File: config.mk
export PLATFORM = sky130hd
export DESIGN_NAME = key_hash_bucket_select_core
export DESIGN_NICKNAME = d
export VERILOG_FILES = /design/src/hw/rtl/kbs_pkg.sv /design/src/hw/rtl/kbs_front.sv /design/src/hw/rtl/kbs_queue.sv /design/src/hw/rtl/kbs_back.sv /design/src/hw/rtl/key_hash_bucket_select_core.sv
export SDC_FILE = /design/constraint.sdc
export NUM_CORES = 2
export LEC_CHECK = 0
export ABC_AREA = 1
export ABC_CLOCK_PERIOD_IN_PS = 9630
export BUFFER_PORTS_ARGS = -buffer_cell sky130_fd_sc_hd__clkbuf_2
export CAP_MARGIN = 20
export CORE_MARGIN = 2
export CORE_UTILIZATION = 35
export CTS_CLUSTER_SIZE = 25
export DETAILED_ROUTE_END_ITERATION = 7
export GPL_TIMING_DRIVEN = 0
export SKIP_LAST_GASP = 1
export SYNTH_ARGS = -nofsm -noshare
export SYNTH_HDL_FRONTEND = slang
export SYNTH_HIERARCHICAL = 1
export SYNTH_SLANG_ARGS = --single-unit
File: constraint.sdc
create_clock -name clock -period 9.63 [get_ports clock]
set_input_delay 1.4445 -clock clock [delete_from_list [all_inputs] [get_ports clock]]
set_output_delay 1.4445 -clock clock [all_outputs]
set_load 0.01 [all_outputs]
File: src/hw/rtl/kbs_pkg.sv
`timescale 1ns / 1ps

package kbs_pkg;

   localparam int KBS_HASH_W     = 64;
   localparam int KBS_INDEX_W    = 32;
   localparam int KBS_LEN_W      = 8;
   localparam int KBS_QUEUE_DEPTH = 2;
   localparam int KBS_STEP_W     = $clog2(KBS_HASH_W);

   localparam logic [KBS_HASH_W-1:0] FNV_BASIS = 64'hcbf29ce484222325;
   localparam logic [KBS_HASH_W-1:0] MIX_MUL_A = 64'hff51afd7ed558ccd;
   localparam logic [KBS_HASH_W-1:0] MIX_MUL_B = 64'hc4ceb9fe1a85ec53;
   localparam int                    MIX_SHIFT = 33;
   localparam int                    LEN_SHIFT = 56;
   localparam logic [KBS_LEN_W-1:0]  SMALL_KEY_BYTES = 8'd8;

   localparam logic [KBS_STEP_W-1:0] MUL_STEP_LAST = 6'd2;
   localparam logic [KBS_STEP_W-1:0] DIV_STEP_LAST = 6'(KBS_HASH_W - 1);

   typedef struct packed {
      logic [7:0] key_byte;
      logic       last_byte;
   } kbs_req_type;

   typedef struct packed {
      logic [KBS_HASH_W-1:0]  hash_value;
      logic [KBS_INDEX_W-1:0] bucket_index;
   } kbs_rsp_type;

   typedef struct packed {
      logic                  push;
      logic [KBS_HASH_W-1:0] seed;
   } kbs_seed_type;

   typedef enum logic [2:0] {
      ST_IDLE,
      ST_MUL_A,
      ST_MUL_B,
      ST_DIV,
      ST_HOLD
   } back_state_type;

   function automatic logic [KBS_HASH_W-1:0] xor_shift(input logic [KBS_HASH_W-1:0] h);
      return h ^ (h >> MIX_SHIFT);
   endfunction

endpackage

File: src/hw/rtl/kbs_front.sv
`timescale 1ns / 1ps

module kbs_front (
   input  logic                 clock,
   input  logic                 reset,
   input  logic                 req_accept,
   input  kbs_pkg::kbs_req_type req_word,
   output kbs_pkg::kbs_seed_type seed_out
);
   import kbs_pkg::*;

   logic [KBS_HASH_W-1:0] fnv_ff, fnv_in;
   logic [KBS_HASH_W-1:0] packed_ff, packed_in;
   logic [KBS_LEN_W-1:0]  len_ff, len_in;
   logic                  long_ff, long_in;

   logic [KBS_HASH_W-1:0] fnv_x;
   logic [KBS_HASH_W-1:0] fnv_next;
   logic [KBS_HASH_W-1:0] packed_next;
   logic [KBS_LEN_W-1:0]  len_next;
   logic                  long_next;
   logic [KBS_HASH_W-1:0] selected;

   // The FNV prime is 2^40 + 0x1b3, so the multiply is a sum of shifted copies.
   always_comb begin
      fnv_x    = fnv_ff ^ {56'd0, req_word.key_byte};
      fnv_next = fnv_x + (fnv_x << 1) + (fnv_x << 4) + (fnv_x << 5)
               + (fnv_x << 7) + (fnv_x << 8) + (fnv_x << 40);

      packed_next = packed_ff;
      long_next   = long_ff;
      if (!long_ff && (len_ff < SMALL_KEY_BYTES)) begin
         packed_next[len_ff[2:0]*8 +: 8] = packed_ff[len_ff[2:0]*8 +: 8] | req_word.key_byte;
      end else begin
         long_next = 1'b1;
      end
      len_next = len_ff + 8'd1;

      selected = long_next ? fnv_next : packed_next;

      seed_out.push = req_accept && req_word.last_byte;
      seed_out.seed = selected ^ ({56'd0, len_next} << LEN_SHIFT);

      fnv_in    = fnv_ff;
      packed_in = packed_ff;
      len_in    = len_ff;
      long_in   = long_ff;
      if (req_accept) begin
         if (req_word.last_byte) begin
            fnv_in    = FNV_BASIS;
            packed_in = '0;
            len_in    = '0;
            long_in   = 1'b0;
         end else begin
            fnv_in    = fnv_next;
            packed_in = packed_next;
            len_in    = len_next;
            long_in   = long_next;
         end
      end
   end

   always_ff @(posedge clock) begin
      if (reset) begin
         fnv_ff    <= FNV_BASIS;
         packed_ff <= '0;
         len_ff    <= '0;
         long_ff   <= 1'b0;
      end else begin
         fnv_ff    <= fnv_in;
         packed_ff <= packed_in;
         len_ff    <= len_in;
         long_ff   <= long_in;
      end
   end

endmodule

File: src/hw/rtl/kbs_queue.sv
`timescale 1ns / 1ps

module kbs_queue #(
   parameter int DEPTH = kbs_pkg::KBS_QUEUE_DEPTH
) (
   input  logic                          clock,
   input  logic                          reset,
   input  kbs_pkg::kbs_seed_type         wr,
   output logic                          full,
   input  logic                          pop,
   output logic                          empty,
   output logic [kbs_pkg::KBS_HASH_W-1:0] rd_data
);
   import kbs_pkg::*;

   localparam int PTR_W = (DEPTH > 1) ? $clog2(DEPTH) : 1;
   localparam int CNT_W = $clog2(DEPTH + 1);
   localparam logic [PTR_W-1:0] PTR_LAST = PTR_W'(DEPTH - 1);
   localparam logic [CNT_W-1:0] CNT_FULL = CNT_W'(DEPTH);

   logic [KBS_HASH_W-1:0] slot_ff [DEPTH];
   logic [PTR_W-1:0] wr_ptr_ff, wr_ptr_in;
   logic [PTR_W-1:0] rd_ptr_ff, rd_ptr_in;
   logic [CNT_W-1:0] count_ff, count_in;
   logic             do_push, do_pop;

   always_comb begin
      full    = (count_ff == CNT_FULL);
      empty   = (count_ff == '0);
      rd_data = slot_ff[rd_ptr_ff];
      do_push = wr.push && !full;
      do_pop  = pop && !empty;

      wr_ptr_in = wr_ptr_ff;
      rd_ptr_in = rd_ptr_ff;
      count_in  = count_ff;
      if (do_push) begin
         wr_ptr_in = (wr_ptr_ff == PTR_LAST) ? '0 : wr_ptr_ff + 1'b1;
      end
      if (do_pop) begin
         rd_ptr_in = (rd_ptr_ff == PTR_LAST) ? '0 : rd_ptr_ff + 1'b1;
      end
      if (do_push && !do_pop) begin
         count_in = count_ff + 1'b1;
      end else if (do_pop && !do_push) begin
         count_in = count_ff - 1'b1;
      end
   end

   always_ff @(posedge clock) begin
      if (reset) begin
         wr_ptr_ff <= '0;
         rd_ptr_ff <= '0;
         count_ff  <= '0;
      end else begin
         wr_ptr_ff <= wr_ptr_in;
         rd_ptr_ff <= rd_ptr_in;
         count_ff  <= count_in;
      end
   end

   always_ff @(posedge clock) begin
      if (do_push) begin
         slot_ff[wr_ptr_ff] <= wr.seed;
      end
   end

endmodule

File: src/hw/rtl/kbs_back.sv
`timescale 1ns / 1ps

module kbs_back (
   input  logic                           clock,
   input  logic                           reset,
   input  logic [kbs_pkg::KBS_INDEX_W-1:0] bucket_count,
   input  logic                           q_empty,
   input  logic [kbs_pkg::KBS_HASH_W-1:0]  q_data,
   output logic                           q_pop,
   output logic                           rsp_empty,
   input  logic                           rsp_pop,
   output kbs_pkg::kbs_rsp_type           rsp_word
);
   import kbs_pkg::*;

   back_state_type state_ff, state_in;
   logic [KBS_STEP_W-1:0]  step_ff, step_in;
   logic                   out_valid_ff, out_valid_in;
   logic [KBS_HASH_W-1:0]  h_ff, h_in;
   logic [KBS_HASH_W-1:0]  acc_ff, acc_in;
   logic [KBS_INDEX_W-1:0] rem_ff, rem_in;
   kbs_rsp_type            out_ff, out_in;

   logic [KBS_HASH_W-1:0]  mul_const;
   logic [31:0]            op_a, op_b;
   logic [63:0]            prod;
   logic [KBS_HASH_W-1:0]  mul_done;
   logic [KBS_INDEX_W:0]   trial;
   logic [KBS_INDEX_W:0]   diff;

   // One 32 by 32 multiplier builds the low 64 bits of each 64 by 64 product over three steps.
   always_comb begin
      mul_const = (state_ff == ST_MUL_B) ? MIX_MUL_B : MIX_MUL_A;
      op_a      = (step_ff == MUL_STEP_LAST) ? h_ff[63:32] : h_ff[31:0];
      op_b      = (step_ff == 6'd1) ? mul_const[63:32] : mul_const[31:0];
      prod      = op_a * op_b;
      mul_done  = {acc_ff[63:32] + prod[31:0], acc_ff[31:0]};
      trial     = {rem_ff, acc_ff[KBS_HASH_W-1]};
      diff      = trial - {1'b0, bucket_count};
   end

   always_comb begin
      state_in     = state_ff;
      step_in      = step_ff;
      out_valid_in = out_valid_ff && !rsp_pop;
      h_in         = h_ff;
      acc_in       = acc_ff;
      rem_in       = rem_ff;
      out_in       = out_ff;
      q_pop        = 1'b0;

      case (state_ff)
         ST_IDLE: begin
            if (!q_empty) begin
               q_pop    = 1'b1;
               h_in     = xor_shift(q_data);
               step_in  = '0;
               state_in = ST_MUL_A;
            end
         end
         ST_MUL_A, ST_MUL_B: begin
            if (step_ff == '0) begin
               acc_in  = prod;
               step_in = step_ff + 1'b1;
            end else if (step_ff != MUL_STEP_LAST) begin
               acc_in  = mul_done;
               step_in = step_ff + 1'b1;
            end else begin
               h_in = xor_shift(mul_done);
               if (state_ff == ST_MUL_A) begin
                  step_in  = '0;
                  state_in = ST_MUL_B;
               end else begin
                  acc_in   = xor_shift(mul_done);
                  rem_in   = '0;
                  step_in  = DIV_STEP_LAST;
                  state_in = ST_DIV;
               end
            end
         end
         ST_DIV: begin
            if (!diff[KBS_INDEX_W]) begin
               rem_in = diff[KBS_INDEX_W-1:0];
            end else begin
               rem_in = trial[KBS_INDEX_W-1:0];
            end
            acc_in = acc_ff << 1;
            if (step_ff == '0) begin
               state_in = ST_HOLD;
            end else begin
               step_in = step_ff - 1'b1;
            end
         end
         ST_HOLD: begin
            if (!out_valid_ff || rsp_pop) begin
               out_in.hash_value   = h_ff;
               out_in.bucket_index = (bucket_count == '0) ? '0 : rem_ff;
               out_valid_in        = 1'b1;
               state_in            = ST_IDLE;
            end
         end
         default: begin
            state_in = ST_IDLE;
         end
      endcase

      rsp_empty = !out_valid_ff;
      rsp_word  = out_ff;
   end

   always_ff @(posedge clock) begin
      if (reset) begin
         state_ff     <= ST_IDLE;
         step_ff      <= '0;
         out_valid_ff <= 1'b0;
      end else begin
         state_ff     <= state_in;
         step_ff      <= step_in;
         out_valid_ff <= out_valid_in;
      end
   end

   always_ff @(posedge clock) begin
      h_ff   <= h_in;
      acc_ff <= acc_in;
      rem_ff <= rem_in;
      out_ff <= out_in;
   end

endmodule

File: src/hw/rtl/key_hash_bucket_select_core.sv
`timescale 1ns / 1ps

// Streaming key hash with bucket selection.
// Key bytes enter on the request queue port, one word per cycle, with last_byte set on the
// final byte of each key. A word is taken when req_push is high and req_full is low.
// Each finished key yields one result word (hash_value, bucket_index) on the response port;
// it is valid while rsp_empty is low and is taken when rsp_pop is high.
// The byte front end accepts a word every cycle while req_full is low. A finished key waits
// in a small queue, then the back end runs the avalanche mix on one shared 32 by 32 multiplier
// and the remainder with a one-bit-per-cycle divider. The back end takes the next key from
// the queue only after it has handed the previous result to the response register.
// When the queue is full, req_full rises until the back end frees a slot.
// If the receiver stalls, the result is held on the response port and the back end waits
// with the next result; the front end keeps taking bytes until the queue fills.
// The bucket count is written through csr_write_en and csr_write_data; the user must do so
// only while the block is idle (not enforced); a count of zero gives a bucket index of zero.
// Reset is synchronous: it empties the queue and the result register, restarts the key
// state and sets the bucket count to one.
module key_hash_bucket_select_core #(
   parameter int QUEUE_DEPTH = kbs_pkg::KBS_QUEUE_DEPTH
) (
   input  logic                           clock,
   input  logic                           reset,
   input  logic                           req_push,
   output logic                           req_full,
   input  kbs_pkg::kbs_req_type           req_word,
   output logic                           rsp_empty,
   input  logic                           rsp_pop,
   output kbs_pkg::kbs_rsp_type           rsp_word,
   input  logic                           csr_write_en,
   input  logic [kbs_pkg::KBS_INDEX_W-1:0] csr_write_data
);
   import kbs_pkg::*;

   logic [KBS_INDEX_W-1:0] bucket_count_ff, bucket_count_in;
   logic                   req_accept;
   kbs_seed_type           seed;
   logic                   q_empty, q_pop;
   logic [KBS_HASH_W-1:0]  q_data;

   always_comb begin
      req_accept      = req_push && !req_full;
      bucket_count_in = csr_write_en ? csr_write_data : bucket_count_ff;
   end

   always_ff @(posedge clock) begin
      if (reset) begin
         bucket_count_ff <= 32'd1;
      end else begin
         bucket_count_ff <= bucket_count_in;
      end
   end

   kbs_front u_front (
      .clock      (clock),
      .reset      (reset),
      .req_accept (req_accept),
      .req_word   (req_word),
      .seed_out   (seed)
   );

   kbs_queue #(
      .DEPTH (QUEUE_DEPTH)
   ) u_queue (
      .clock   (clock),
      .reset   (reset),
      .wr      (seed),
      .full    (req_full),
      .pop     (q_pop),
      .empty   (q_empty),
      .rd_data (q_data)
   );

   kbs_back u_back (
      .clock        (clock),
      .reset        (reset),
      .bucket_count (bucket_count_ff),
      .q_empty      (q_empty),
      .q_data       (q_data),
      .q_pop        (q_pop),
      .rsp_empty    (rsp_empty),
      .rsp_pop      (rsp_pop),
      .rsp_word     (rsp_word)
   );

endmodule
==> impl_results.md <==
* Status: finished with violations
* Failing checks: DRC
* Register area share after synthesis at 0.207
* Crit-path max cell delay at 0.57 ns
* Max clock buf depth at 3
* IO Count at roughly 140
* Dpl hpwl at 264 mm
* Final Hold Violating Endpoints at 0
* Setup TNS at 0 ns
* Final Slew Violations at 0
* Startpoint Class: register
* Area share of the largest cell type after synthesis at 0.302
* First-pass DRT Iterations at 8
* H-tree levels at 3
* Worst path most repeated cell: fa_1
* Post-synthesis cell type count at 73
* IO buf count at 142
* Worst min path class: reg2reg
* Largest net degree at the start of global routing at 33
* CTS Root Buffer Type: clkbuf_16
* Ys async rst share at 0
* Slew headroom at 0.187
* Worst Path Arrival at approximately 10 ns
* Max cap viols at 0
* Slew @ Worst Pin at between 1 and 1.5 ns
* Final setup margin at about 0.067 ns
* Post-DRT Antenna Nets at 0
* Post-synthesis register bit count at ~570
* Slowest CP cell: fa_2
* Dpl ws at -4.21 ns
* Post-synthesis instance area at around 0.073 mm2
* Drt total wl at 311 mm
* WP data required at ~10 ns
* Final setup violation count at 0
* Max Clock Skew at ~0.037 ns
* Avg Cell Area, Syn at 8.37 um2
* CP Capture Type: register
* Crit-path max FO at 8
* Global-route wire length before repair at approximately 450 mm
* Vias at roughly 62000
* Die width at 462 um
* Synth Net Count at 10400
* Clk slew on worst S/H paths at around 0.06 ns
* RD Place Congestion at between 1 and 1.5
* Overall routing resource usage at 0.292
* TritonCTS clock tree: built
* TritonCTS Sinks at roughly 570
* Vias/cell at a little over 5
* Die ar. at approximately 0.21 mm2
* Final min period at ~9.6 ns
* EDFF count, synth at around 380
* Initial antenna violation count at 4
* Top FF cell, synth: edfxtp_1
* Skew-Pair Late Insertion Delay at 0.67 ns
* Overall die height at approximately 460 um
* Most common cell after layout, fill and taps aside: inv_1
* Period utilization at 0.993
* Fmax at around 0.10 GHz
* Hold buffer count at cts at 0
* Most frequent cells in the layout: inv_1 (2015), nand2_1 (1606), fa_1 (1073)
* Total core area at around 0.21 mm2
* Synthesis-to-finish area growth at 17.3%
* Setup CP Type: reg2reg
* Vias in the first global route at roughly 64000
* Gr ovfl total at 0
* Routed wire per std cell at 25.7 um
* 1st-iter DRT viols at ~5400
* Starting density of the core at 0.351
* CTS Buf Count at a little under 70
* Ranking of synthesized cells by area: fa_1 (30%), edfxtp_1 (16%), inv_1 (11%)
* NumNets Final at ~11000
* Share of post-route cells with drive strength above 1 at 0.148
* Synthesis Warnings at 6
* Area leader, netlist: fa_1
* Residual DRC at 16
* Setup repair after global routing missed its margin: true
* FP Rows at around 170
* Cells after synthesis at around 8800
## through the flow
stage	instances	area [um2]	hold slack, ns	util
floorplan	8764	73400	0.418	-
global placement	11700	77600	0.428	0.371
detailed placement	11700	78100	0.431	0.374
CTS	12000	84400	0.445	0.404
global route	12100	86000	0.455	0.412
finish	12100	86000	0.445	0.412
## worst max-delay path, delay by kind of cell (launching register included)
kind                     cells  cell delay [ns]
AND/OR/NAND/NOR             15             2.07
adder cells (fa/ha/maj)     10             4.81
AO/OA/AOI/OAI                2             0.39
buffers and inverters       13             1.46
flip-flops                   1             0.36
XOR/XNOR                     1             0.14
## layout make-up
cell class | instances | area [um2]
tap | 2805 | 3510
antenna | 4 | 10.0
clock inverter | 42 | 618
fill | 21400 | 123000
inverter | 2110 | 8000
sequential | 568 | 15200
multi-input combinational | 5877 | 51900
timing repair buffer | 416 | 3370
buffer | 200 | 1570
clock buffer | 85 | 1860
## routing by layer
layer	vias to the layer above	wire, um	global-route usage
met1	30800	121000	0.357
li1	27700	-	-
met3	742	20100	0.0459
met5	-	7	0
met4	2	21900	0.168
met2	2511	147000	0.488
## registers in the layout (all words and copies together) (netlist names), named ones only
register and cells:
bucket_count_ff 32, u_back/acc_ff 64, u_back/h_ff 64, u_back/out_valid_ff 1
u_back/rem_ff 32, u_back/rsp_word 96, u_back/state_ff 3, u_back/step_ff 6
u_front/fnv_ff 64, u_front/len_ff 8, u_front/long_ff 1, u_front/packed_ff 64
u_queue/count_ff 2, u_queue/rd_ptr_ff 1, u_queue/slot_ff 128, u_queue/wr_ptr_ff 1
## cell usage after synthesis, types with 6 or more instances
master	instances
nand3_1	421
nand4_1	32
nor3_1	43
o21bai_1	39
nor2_1	834
a21boi_0	6
buf_1	10
a21o_1	22
xor2_1	115
o21ai_2	19
mux2_2	6
nand2_1	1666
o22ai_1	9
buf_6	16
nand2_2	14
buf_4	8
clkinv_1	6
mux2_4	60
o211ai_1	51
clkbuf_1	110
edfxtp_1	384
o21a_1	18
inv_1	2075
o21ai_4	9
ha_1	486
o21ai_0	250
mux2i_1	13
buf_12	6
nand3b_1	24
o21ai_1	54
xnor2_1	60
nor4_1	14
nand3_2	9
a21oi_1	334
nor2_2	11
fa_1	1108
buf_2	56
or2_2	58
inv_2	28
a21oi_2	7
dfxtp_1	184
a31oi_1	20
## repair_timing
action                                  CTS  global route
cloned                                    5             0
endpoints found under the setup margin  106            80
buffers inserted                        175            66
pin swaps                               138           150
gates resized for setup                 595           303
hold endpoints to repair                  0             0
## cell families after synthesis
kind of cell | Yosys count | share of synthesized area
AOI/OAI and AO/OA | 867 | 0.0689
xor gates and xnor gates | 176 | 0.0211
adders and majority gates | 1594 | 0.385
buffers and inverters | 2319 | 0.123
DFF | 568 | 0.207
muxes | 80 | 0.0151
other | 1 | 0.0000511
and+or+nand+nor | 3159 | 0.179
## path summary, 6_finish.rpt
| check | from | endpoint | slack, ns | depth (start not counted) |
|---|---|---|---|---|
| setup / recovery | u_back/step_ff[5] | u_back/h_ff[29] | 0.07 | 41 |
| hold reg to reg | u_back/h_ff[28] | u_back/rsp_word[60] | 0.45 | 0 |
| hold / removal | u_back/h_ff[28] | u_back/rsp_word[60] | 0.45 | 0 |
| setup reg to reg | u_back/step_ff[5] | u_back/h_ff[29] | 0.07 | 41 |
Power is left out: the tool's default activity adds up to more than one toggle a clock period on the data nets, which glitch-free logic cannot reach.
